**config.mk**
```make
export PLATFORM = sky130hd
export DESIGN_NAME = taxonomy_field_splitter
export DESIGN_NICKNAME = d
export VERILOG_FILES = /design/src/rtl/tfs_pkg.sv /design/src/rtl/tfs_parser.sv /design/src/rtl/taxonomy_field_splitter.sv
export SDC_FILE = /design/constraint.sdc
export NUM_CORES = 2
export LEC_CHECK = 0
export ABC_AREA = 1
export CORE_MARGIN = 8
export CORE_UTILIZATION = 35
export CTS_BUF_LIST = sky130_fd_sc_hd__clkbuf_4
export CTS_CLUSTER_DIAMETER = 150
export DETAILED_ROUTE_END_ITERATION = 10
export DONT_BUFFER_PORTS = 1
export PLACE_DENSITY = 0.58
export SYNTH_ARGS = -nofsm -noshare
export SYNTH_HDL_FRONTEND = slang
export SYNTH_HIERARCHICAL = 1
export SYNTH_SLANG_ARGS = --single-unit
```
**constraint.sdc**
```tcl
create_clock -name clock -period 17.8 [get_ports clock]
set_input_delay 0.89 -clock clock [delete_from_list [all_inputs] [get_ports clock]]
set_output_delay 0.89 -clock clock [all_outputs]
set_load 0.01 [all_outputs]
```
**src/rtl/tfs_pkg.sv**
```systemverilog
// Package for the taxonomy field splitter: default sizes, character codes,
// the attribute-name and level-letter lookups and the result word layout.
// Used by tfs_parser, taxonomy_field_splitter and the bench; depends on nothing.
package tfs_pkg;

   localparam int DEF_MAX_HEADER_BYTES = 65536;
   localparam int DEF_LEVEL_COUNT      = 9;

   localparam logic [15:0] SAT16 = 16'hFFFF;

   localparam logic [7:0] CHAR_COLON = 8'h3A;
   localparam logic [7:0] CHAR_COMMA = 8'h2C;
   localparam logic [7:0] CHAR_SEMI  = 8'h3B;

   // Result word: level_index, level_found, name_offset, name_length, header_too_long
   localparam int RSP_FIELD_W = 4 + 1 + 16 + 16 + 1;
   localparam int RSP_DATA_W  = ((RSP_FIELD_W + 7) / 8) * 8;

   typedef struct packed {
      logic       hit;
      logic [3:0] rank;
   } rank_type;

   // Characters of the attribute name "tax="
   function automatic logic [7:0] attr_char(input logic [1:0] pos);
      logic [7:0] c;
      case (pos)
         2'd0:    c = 8'h74;  // t
         2'd1:    c = 8'h61;  // a
         2'd2:    c = 8'h78;  // x
         default: c = 8'h3D;  // =
      endcase
      return c;
   endfunction

   // Rank of a level letter d,k,p,c,o,f,g,s,t; only A..Z fold to lower case
   function automatic rank_type letter_rank(input logic [7:0] b);
      logic [7:0] low;
      rank_type   r;
      low = b;
      if (b inside {[8'h41:8'h5A]}) begin
         low = b + 8'd32;
      end
      r.hit = 1'b1;
      case (low)
         8'h64:   r.rank = 4'd0;  // d
         8'h6B:   r.rank = 4'd1;  // k
         8'h70:   r.rank = 4'd2;  // p
         8'h63:   r.rank = 4'd3;  // c
         8'h6F:   r.rank = 4'd4;  // o
         8'h66:   r.rank = 4'd5;  // f
         8'h67:   r.rank = 4'd6;  // g
         8'h73:   r.rank = 4'd7;  // s
         8'h74:   r.rank = 4'd8;  // t
         default: begin
            r.hit  = 1'b0;
            r.rank = 4'd0;
         end
      endcase
      return r;
   endfunction

endpackage

```
**src/rtl/tfs_parser.sv**
```systemverilog
// Header parser: finds the first "tax=" attribute and records, per level,
// the name offset and length of each element of its value.
// Depends on tfs_pkg. Exposes the table as it stands after the current byte.
module tfs_parser #(
   parameter int MAX_HEADER_BYTES = tfs_pkg::DEF_MAX_HEADER_BYTES,
   parameter int LEVEL_COUNT      = tfs_pkg::DEF_LEVEL_COUNT
) (
   input  logic        clock,
   input  logic        reset,
   input  logic        byte_accept,
   input  logic [7:0]  header_byte,
   input  logic        final_byte,
   output logic [15:0] next_offset [LEVEL_COUNT],
   output logic [15:0] next_length [LEVEL_COUNT],
   output logic [LEVEL_COUNT-1:0] next_valid,
   output logic        next_overflow
);
   import tfs_pkg::*;

   localparam int POS_W = $clog2(MAX_HEADER_BYTES + 1);
   localparam int CMP_W = ((POS_W > 16) ? POS_W : 16) + 1;
   localparam int LVL_W = (LEVEL_COUNT > 1) ? $clog2(LEVEL_COUNT) : 1;

   localparam logic [1:0] PH_START  = 2'd0;
   localparam logic [1:0] PH_LETTER = 2'd1;
   localparam logic [1:0] PH_NAME   = 2'd2;
   localparam logic [1:0] PH_SKIP   = 2'd3;

   logic [POS_W-1:0] pos_ff, pos_in;
   logic             tok_start_ff, tok_start_in;
   logic [1:0]       match_ff, match_in;
   logic             tax_seen_ff, tax_seen_in;
   logic             in_value_ff, in_value_in;
   logic [1:0]       phase_ff, phase_in;
   logic [LVL_W-1:0] pend_ff, pend_in;
   logic [LVL_W-1:0] rec_ff, rec_in;
   logic [15:0]      off_ff [LEVEL_COUNT];
   logic [15:0]      off_in [LEVEL_COUNT];
   logic [15:0]      len_ff [LEVEL_COUNT];
   logic [15:0]      len_in [LEVEL_COUNT];
   logic [LEVEL_COUNT-1:0] vld_ff, vld_in;
   logic             ovf_ff, ovf_in;

   logic [POS_W-1:0] idx;
   logic [CMP_W-1:0] name_pos;
   rank_type         rank;
   logic             rank_ok;
   logic             active;

   always_comb begin
      pos_in       = pos_ff;
      tok_start_in = tok_start_ff;
      match_in     = match_ff;
      tax_seen_in  = tax_seen_ff;
      in_value_in  = in_value_ff;
      phase_in     = phase_ff;
      pend_in      = pend_ff;
      rec_in       = rec_ff;
      off_in       = off_ff;
      len_in       = len_ff;
      vld_in       = vld_ff;
      ovf_in       = ovf_ff;

      // Byte index saturates at the maximum header size
      if (pos_ff >= POS_W'(MAX_HEADER_BYTES)) begin
         idx    = POS_W'(MAX_HEADER_BYTES);
         ovf_in = 1'b1;
      end else begin
         idx    = pos_ff;
         pos_in = pos_ff + 1'b1;
      end

      name_pos = CMP_W'(idx) + 1'b1;
      rank     = letter_rank(header_byte);
      rank_ok  = rank.hit && (32'(rank.rank) < LEVEL_COUNT);
      active   = tok_start_ff || (match_ff != 2'd0);

      if (in_value_ff) begin
         if (header_byte == CHAR_SEMI) begin
            in_value_in = 1'b0;
         end else begin
            case (phase_ff)
               PH_START: begin
                  if (header_byte != CHAR_COMMA) begin
                     if (rank_ok) begin
                        pend_in  = LVL_W'(rank.rank);
                        phase_in = PH_LETTER;
                     end else begin
                        phase_in = PH_SKIP;
                     end
                  end
               end
               PH_LETTER: begin
                  if (header_byte == CHAR_COLON) begin
                     if (name_pos > CMP_W'(SAT16)) begin
                        off_in[pend_ff] = SAT16;
                        ovf_in          = 1'b1;
                     end else begin
                        off_in[pend_ff] = name_pos[15:0];
                     end
                     len_in[pend_ff] = 16'd0;
                     vld_in[pend_ff] = 1'b1;
                     rec_in          = pend_ff;
                     phase_in        = PH_NAME;
                  end else if (header_byte == CHAR_COMMA) begin
                     phase_in = PH_START;
                  end else begin
                     phase_in = PH_SKIP;
                  end
               end
               PH_NAME: begin
                  if (header_byte == CHAR_COMMA) begin
                     phase_in = PH_START;
                  end else if (len_ff[rec_ff] == SAT16) begin
                     ovf_in = 1'b1;
                  end else begin
                     len_in[rec_ff] = len_ff[rec_ff] + 16'd1;
                  end
               end
               default: begin
                  if (header_byte == CHAR_COMMA) begin
                     phase_in = PH_START;
                  end
               end
            endcase
         end
      end else if (!tax_seen_ff) begin
         // Match "tax=" only at header start or right after ';'
         if (active && (header_byte == attr_char(match_ff))) begin
            if (match_ff == 2'd3) begin
               match_in    = 2'd0;
               tax_seen_in = 1'b1;
               in_value_in = 1'b1;
               phase_in    = PH_START;
            end else begin
               match_in = match_ff + 2'd1;
            end
         end else begin
            match_in = 2'd0;
         end
         tok_start_in = (header_byte == CHAR_SEMI);
      end
   end

   // Clear everything on reset and after the last byte of a header
   always_ff @(posedge clock) begin
      if (reset || (byte_accept && final_byte)) begin
         pos_ff       <= '0;
         tok_start_ff <= 1'b1;
         match_ff     <= 2'd0;
         tax_seen_ff  <= 1'b0;
         in_value_ff  <= 1'b0;
         phase_ff     <= PH_START;
         pend_ff      <= '0;
         rec_ff       <= '0;
         vld_ff       <= '0;
         ovf_ff       <= 1'b0;
         for (int i = 0; i < LEVEL_COUNT; i++) begin
            off_ff[i] <= 16'd0;
            len_ff[i] <= 16'd0;
         end
      end else if (byte_accept) begin
         pos_ff       <= pos_in;
         tok_start_ff <= tok_start_in;
         match_ff     <= match_in;
         tax_seen_ff  <= tax_seen_in;
         in_value_ff  <= in_value_in;
         phase_ff     <= phase_in;
         pend_ff      <= pend_in;
         rec_ff       <= rec_in;
         vld_ff       <= vld_in;
         ovf_ff       <= ovf_in;
         off_ff       <= off_in;
         len_ff       <= len_in;
      end
   end

   assign next_offset   = off_in;
   assign next_length   = len_in;
   assign next_valid    = vld_in;
   assign next_overflow = ovf_in;

endmodule

```
**src/rtl/taxonomy_field_splitter.sv**
```systemverilog
// Taxonomy field splitter top level: byte parser plus a result buffer that
// plays out one result per level. Depends on tfs_pkg and tfs_parser.
//
// Usage:
//   req_*  carries the header text, one byte per request; req_tlast marks
//          the last byte of a header.
//   rsp_*  carries LEVEL_COUNT results per header, level 0 first;
//          rsp_tlast marks the result of the highest level.
//   A byte is taken in every cycle but for a held last byte. The parser
//   updates its state in the cycle the byte is accepted, so the first
//   result of a header is valid the cycle after its last byte is accepted,
//   and the results follow at one per cycle while rsp_tready is high.
//   The table of a finished header is copied into the result buffer, so
//   bytes of the next header keep flowing while results are still being
//   played out. Only a last byte has to wait: req_tready drops for it while
//   the buffer still holds results of the previous header, so a header
//   shorter than LEVEL_COUNT bytes can stall on its last byte.
//   When rsp_tready is low the current result holds.
//   Reset clears the parser and empties the result buffer; no clearing
//   pass is needed.
module taxonomy_field_splitter #(
   parameter int MAX_HEADER_BYTES = tfs_pkg::DEF_MAX_HEADER_BYTES,
   parameter int LEVEL_COUNT      = tfs_pkg::DEF_LEVEL_COUNT
) (
   input  logic       clock,
   input  logic       reset,
   input  logic       req_tvalid,
   output logic       req_tready,
   input  logic [7:0] req_tdata,    // [7:0] header_byte
   input  logic       req_tlast,    // final_byte
   output logic       rsp_tvalid,
   input  logic       rsp_tready,
   // [3:0] level_index, [4] level_found, [20:5] name_offset,
   // [36:21] name_length, [37] header_too_long, rest zero
   output logic [tfs_pkg::RSP_DATA_W-1:0] rsp_tdata,
   output logic       rsp_tlast     // last_level
);
   import tfs_pkg::*;

   localparam int LVL_W = (LEVEL_COUNT > 1) ? $clog2(LEVEL_COUNT) : 1;

   logic        req_accept;
   logic        rsp_accept;
   logic        emit_last;

   logic [15:0] next_offset [LEVEL_COUNT];
   logic [15:0] next_length [LEVEL_COUNT];
   logic [LEVEL_COUNT-1:0] next_valid;
   logic        next_overflow;

   logic [15:0] snap_off_ff [LEVEL_COUNT];
   logic [15:0] snap_len_ff [LEVEL_COUNT];
   logic [LEVEL_COUNT-1:0] snap_vld_ff;
   logic        snap_ovf_ff;
   logic        busy_ff;
   logic [LVL_W-1:0] emit_idx_ff;

   logic        found;
   logic [15:0] out_off;
   logic [15:0] out_len;

   tfs_parser #(
      .MAX_HEADER_BYTES (MAX_HEADER_BYTES),
      .LEVEL_COUNT      (LEVEL_COUNT)
   ) u_parser (
      .clock         (clock),
      .reset         (reset),
      .byte_accept   (req_accept),
      .header_byte   (req_tdata),
      .final_byte    (req_tlast),
      .next_offset   (next_offset),
      .next_length   (next_length),
      .next_valid    (next_valid),
      .next_overflow (next_overflow)
   );

   assign emit_last  = (32'(emit_idx_ff) == LEVEL_COUNT - 1);
   assign rsp_accept = busy_ff && rsp_tready;

   // Hold a last byte until the buffer frees up
   assign req_tready = !req_tlast || !busy_ff || (rsp_tready && emit_last);
   assign req_accept = req_tvalid && req_tready;

   always_ff @(posedge clock) begin
      if (reset) begin
         busy_ff     <= 1'b0;
         emit_idx_ff <= '0;
      end else if (req_accept && req_tlast) begin
         busy_ff     <= 1'b1;
         emit_idx_ff <= '0;
      end else if (rsp_accept) begin
         if (emit_last) begin
            busy_ff <= 1'b0;
         end else begin
            emit_idx_ff <= emit_idx_ff + 1'b1;
         end
      end
   end

   always_ff @(posedge clock) begin
      if (req_accept && req_tlast) begin
         snap_off_ff <= next_offset;
         snap_len_ff <= next_length;
         snap_vld_ff <= next_valid;
         snap_ovf_ff <= next_overflow;
      end
   end

   always_comb begin
      found   = snap_vld_ff[emit_idx_ff];
      out_off = found ? snap_off_ff[emit_idx_ff] : 16'd0;
      out_len = found ? snap_len_ff[emit_idx_ff] : 16'd0;
   end

   assign rsp_tvalid = busy_ff;
   assign rsp_tlast  = emit_last;
   assign rsp_tdata  = RSP_DATA_W'({snap_ovf_ff, out_len, out_off, found,
                                    4'(emit_idx_ff)});

endmodule

```
# [After elaboration in Yosys (flattened, before gate mapping)]
# Cells that the tools add are included.
[word_totals] mem_count=0 regBits=633 romBits=0 out_inout_bits=43 inputBits=13 latch_bits=0 word_cells=212 ram_bits=0
[classes] addsub=6 mux=73 n_lt_le_gt_ge=13 n_bitwise=12 multipliers=0 eq_ne=25 shifts=0 div_mod_pow=0 reduce_logical=33
[ops] operator="two-way mux 144 bit" n=10
[ops] operator="bitwise mux 144 bit" n=2
[ops] operator="case mux 144 bit (2 select lines)" n=1
[ops] operator="binary-select mux 16 bit (select 4 bit)" n=3
[ops] operator="two-way mux 16 bit" n=10
[ops] operator="bitwise AND 144 bit" n=1
[ops] operator="NOT 144 bit" n=1
[ops] operator="OR 144 bit" n=1
[ops] operator="demux 16 bit (select 4 bit)" n=2
[ops] operator="equality test 8 x 7 -> 1 bit, second input constant" n=9
[ops] operator="two-way mux 9 bit" n=4
[ops] operator="case mux 4 bit (8 select lines)" n=1
[ops] operator="equality test 8 x 6 -> 1 bit, second input constant" n=3
[ops] operator="two-way mux 2 bit" n=12
[ops] operator="two-way mux 8 bit" n=3
[ops] operator="case mux 7 bit (3 select lines)" n=1
[ops] operator="two-way mux 1 bit" n=19
[ops] operator="adder 17 x 1 -> 18 bit, second input constant" n=1
[ops] operator="greater-than comparator 18 x 16 -> 1 bit, second input constant" n=1
[ops] operator="adder 17 x 1 -> 17 bit, second input constant" n=1
[ops] operator=">= comparator 17 bit, second input constant" n=1
[ops] operator="two-way mux 17 bit" n=1
[ops] operator="adder 16 x 1 -> 16 bit, second input constant" n=1
[ops] operator="equality test 16 bit, second input constant" n=1
[ops] operator="other kinds (37)" n=72

# [Logic depth before layout (Yosys ltp)]
[logic_depth] depth_word=12 depth_mapped=25 mapped_depth_nobuf=22

# [Modules after synthesis]
# Netlist, hierarchy kept.
[by_module_without_submodules] mod="tfs_parser" cells_each=3924 n_inst=1 area_per_inst_um2=22721.8 seq_area_each_um2=6606.3
[by_module_without_submodules] mod="taxonomy_field_splitter" cells_each=1264 n_inst=1 area_per_inst_um2=13045.0 seq_area_each_um2=9048.7

# [Worst setup path after synthesis]
# OpenSTA, ideal clock, no wires.
[synth_timing] kind="register to register" startpoint="reg emit_idx_ff[0]" endpoint="reg snap_len_ff[0] (netlist name), enable pin" path_buffers=3 synth_period_minus_slack_ns=7.888 required_time_ns=17.152 slack_ns=9.912 setup_time_ns=0.648 arrival_time_ns=7.240 stages_incl_launch_ff=12 path_cell_list="dfxtp_1 buf_4 inv_2 buf_4 buf_2 ha_1 nand2_1 inv_1 nand2_1 nand2_1 nand3_1 inv_1"
[synth_between] elab_chain_len=5
[synth_lines] item="start, declared" line="taxonomy_field_splitter.sv:56" rtl="logic [LVL_W-1:0] emit_idx_ff;"
[synth_lines] item="start signal, assigned" line="taxonomy_field_splitter.sv:95" rtl="emit_idx_ff <= emit_idx_ff + 1'b1;"
[synth_lines] item="equality test 4 bit" line="taxonomy_field_splitter.sv:77" rtl="assign emit_last = (32'(emit_idx_ff) == LEVEL_COUNT - 1);"
[synth_lines] item="via rsp_tlast" line="taxonomy_field_splitter.sv:36" rtl="output logic rsp_tlast"
[synth_lines] item="logical AND 1 bit" line="taxonomy_field_splitter.sv:81" rtl="assign req_tready = !req_tlast || !busy_ff || (rsp_tready && emit_last);"
[synth_lines] item="logical OR 1 bit" line="taxonomy_field_splitter.sv:81"
[synth_lines] item="logical AND 1 bit" line="taxonomy_field_splitter.sv:82" rtl="assign req_accept = req_tvalid && req_tready;"
[synth_lines] item="logical AND 1 bit" line="taxonomy_field_splitter.sv:101" rtl="if (req_accept && req_tlast) begin"
[synth_lines] item="end signal, assigned" line="taxonomy_field_splitter.sv:103" rtl="snap_len_ff <= next_length;"
[synth_lines] item="end, declared" line="taxonomy_field_splitter.sv:52" rtl="logic [15:0] snap_len_ff [LEVEL_COUNT];"
# The timed path passes the listed nets, and every way through them passes these cells.
# A chain may end at the register's enable or synchronous reset.

# [Worst setup path in the final report]
[layout_timing] startpoint="reg emit_idx_ff[0]" endpoint="out rsp_tdata[21] (netlist name)"
[layout_between] word_cells_on_any_way=7 cone_classes="mux (6); bitwise (1)"
[layout_rtl] item="binary-select mux 1 bit (select 4 bit)" line="taxonomy_field_splitter.sv:110" rtl="found = snap_vld_ff[emit_idx_ff];"
[layout_rtl] item="two-way mux 1 bit (implied by the code)" line="taxonomy_field_splitter.sv:110"
[layout_rtl] item="via rsp_tdata (one bit)" line="taxonomy_field_splitter.sv:35" rtl="output logic [tfs_pkg::RSP_DATA_W-1:0] rsp_tdata,"
[layout_rtl] item="two-way mux 16 bit" line="taxonomy_field_splitter.sv:112" rtl="out_len = found ? snap_len_ff[emit_idx_ff] : 16'd0;"
[layout_rtl] item="end, declared" line="taxonomy_field_splitter.sv:35"
# The timed path passes the listed nets, and every way through them passes these cells. The select of a mux whose other input is x is not followed.

==> metrics.csv <==
metric,value,unit
use_met1,0.284,
crit_family,buffers and inverters,
p_leak,19.6,nW
slowest_stage,buf_4,
cp_data_arrival_time,5.15,ns
synthAdderAreaFrac,0.00525,
start_util,0.352,
synth_top_area_cell,edfxtp_1,
syn_to_final_growth,9.10,%
regToRegStartpoint,u_parser/rec_ff[0]$_SDFFE_PP0P_,
finalHoldViolCount,0,
port_buffers,0,
async_flop_share,0,
worstSetupStartpoint,emit_idx_ff[0]$_SDFFE_PP0P_,
status,"finished, final reports clean",
synthesis.area,35800,sq um
synth-simple-area-share,0.275,
ys_seq_area_frac,0.438,
vias,34400,
yosysMostFrequentCell,nand2_1,
synthDistinctLibCells,50,
synthXorXnorAreaFrac,0.00605,
whs,0.154,ns
cts-htree-levels,4,
synth-edff-count,298,
critPathLaunchType,flop,
clock_latency,1.10,ns
fin_util,0.384,
worstHoldStart,req_tdata[6],
fmax,0.166,GHz
muxShareOfSynthArea,0,
slowest_delay,0.78,ns
dieArea,113000,sq um
avgSynthCellArea,6.89,sq um
maxCapViolations,0,
die_x,336,microns
post-route-period-util,0.339,
crit_type,flop to output pin,
fill_cells,10800,
cp.required,16.91,ns
crit_path_cell_trace,inv_4 -> buf_4 -> buf_4 -> nand2_1 -> nand3_1 -> nand3_1 -> nand3_1 -> nand2_2 -> nand2_1 -> inv_1,
ir_drop,0.0474,mV
gr-max-usage-layer,met2,
synth_cells,5188,
finalClockSkew,0.103,ns
grt_usage,0.216,
dp_hpwl,74200,microns
cp_max_fo,54,
dr.pass1.iters,6,
multi_input_area,15400,sq um
synth_compound_area_frac,0.141,
fin_area,39000,sq um
slew_headroom,0.125,
cts_tree,yes,
clkSlewWorstSetupHoldPaths,0.06,ns
worst_pin_slew,1.31,ns
antenna_left,0,
viasPerCell,5.19,
dieHeight,336,microns
synth_area_leaders,"edfxtp_1, dfxtp_1, nand2_1",
report.power.total,3.37,mW
layout.cells.non_filler,6635,
drt_iter0_drc,3804,
clock_sinks,633,
setup_ws,11.76,ns
grt_pass1_wl,190000,microns
drt_wl_total,126000,microns
regArea,15700,sq um
place_ws,12.27,ns
synth_commonest_cells,"nand2_1, inv_1, nand3_1, o21ai_0, dfxtp_1",
placed_cells,6297,
drc,0,
num-nets-final,5136,
ys_warn_count,6,
synth_top_cell_area_share,0.250,
grt_antenna_before_repair,3,
grt_remaining_overflow,0,
grtUsageMet3,0.0431,
p_per_area,86.3,nW/um^2
grt_max_degree,226,
numCtsBuffers,175,
num_rows,117,
io_pins,56,
slew_violations,0,
final-setup-viol-count,0,
path_common_cell,nand3_1,
first_global_vias,31600,
ys_dominant_reg_cell,dfxtp_1,
ys_ff_latch,633,
cts_buffer_depth,3,
routabilityCongestion,0.922,
drive_above_1_share,0.0830,
tns,0,ns
finalCriticalPeriod,6.04,ns
endpoint_kind,output pin,
hold_class,input port to flop,
cts_setup_buffers,0,
crit_buf_inv,4,
dpl-instance-area,36600,sq um
synth_top_family_by_area,simple AND/OR/NAND/NOR gates,
core,102000,sq um
ctsRootBufferMaster,clkbuf_4,
rsz0062_at_grt,false,
met2_usage,0.344,
wl_per_cell,19.0,microns
==> per-layer routing <==
layer | up-vias | share of wire | wire length, microns
met2 | 1632 | 0.45 | 56900
met4 | 0 | 0.042 | 5340
met1 | 15900 | 0.42 | 52400
met3 | 335 | 0.091 | 11500
met5 | - | 0 | 0
li1 | 16600 | - | -
==> layout by cell type, fill, tap and decap left out, types with 3 or more instances in the layout <==
cell type   count
edfxtp_1      298
diode_2         5
a21oi_1       322
xnor2_1         3
or2_2          14
xor2_2          4
o31ai_1        18
o21ai_0       353
clkinv_4        3
nor3_1         20
a31oi_1        89
inv_6           3
nand4_1        11
o221ai_1        3
nand2_1      1497
nand2_2         4
clkinvlp_4      3
o22ai_1       119
o21ai_1        12
clkbuf_4      286
o21a_1          5
inv_8           5
nand3_1       556
clkinv_1       33
nor2_1        231
clkinv_2        7
ha_1           13
inv_2          15
dfxtp_1       331
a22oi_1         5
nor2_2         11
inv_1         876
buf_4          53
xor2_1         16
nand3_2         4
==> cell type report <==
class / instances / share of cell area
Sequential cell: 633 / 0.401
Multi-Input combinational cell: 3338 / 0.393
Clock buffer: 286 / 0.0550
Clock inverter: 45 / 0.00702
Tap cell: 1368 / 0.0439
Timing Repair Buffer: 57 / 0.0117
Antenna cell: 5 / 0.000321
Inverter: 903 / 0.0871
==> worst min-delay path, stage by stage <==
cell	delay, ns
nor3_1	0.04
nand2_1	0.10
o21ai_0	0.08
==> sequential cells by signal, indices dropped and copies added, names as in the netlist, 2 cells and up <==
| name | flops |
|---|---|
| u_parser/pos_ff | 17 |
| u_parser/len_ff | 144 |
| u_parser/rec_ff | 4 |
| u_parser/off_ff | 144 |
| snap_off_ff | 144 |
| u_parser/match_ff | 2 |
| u_parser/vld_ff | 9 |
| u_parser/phase_ff | 2 |
| u_parser/pend_ff | 4 |
| snap_len_ff | 144 |
| snap_vld_ff | 9 |
| emit_idx_ff | 4 |
==> logic make-up (layout without fill, tap and decap cells) <==
group,after synthesis,count (layout)
simple gates,2364,2364
buf+inv,1218,1291
compound gates,934,934
flops,633,633
xor+xnor,23,23
fa+ha+maj,15,15
other cells,1,7
==> power by group <==
part	internal (mW)	switching, mW	leakage [nW]
sequential	1.60	0.0360	5.64
combinational	0.0848	0.221	12.5
clock	0.738	0.684	1.44
==> what timing repair did <==
item | in CTS | in global routing
resized for setup | 0 | 0
setup endpoints to repair | 0 | 0
endpoints found under the hold margin | 5 | 0
hold buffers | 2 | 0
==> path summary, 6_finish.rpt <==
check	end	slack, ns	cells past startpoint
worst min-delay path	u_parser/tok_start_ff$_SDFFE_PP1P_	0.15	3
worst max-delay path	rsp_tdata[21]	11.76	10
worst min register to register	u_parser/vld_ff[5]$_SDFFE_PP0P_	0.47	2
worst max register to register	u_parser/len_ff[121]$_SDFFE_PP0P_	11.99	19
Note: power is estimated with default switching activity, not from simulation.
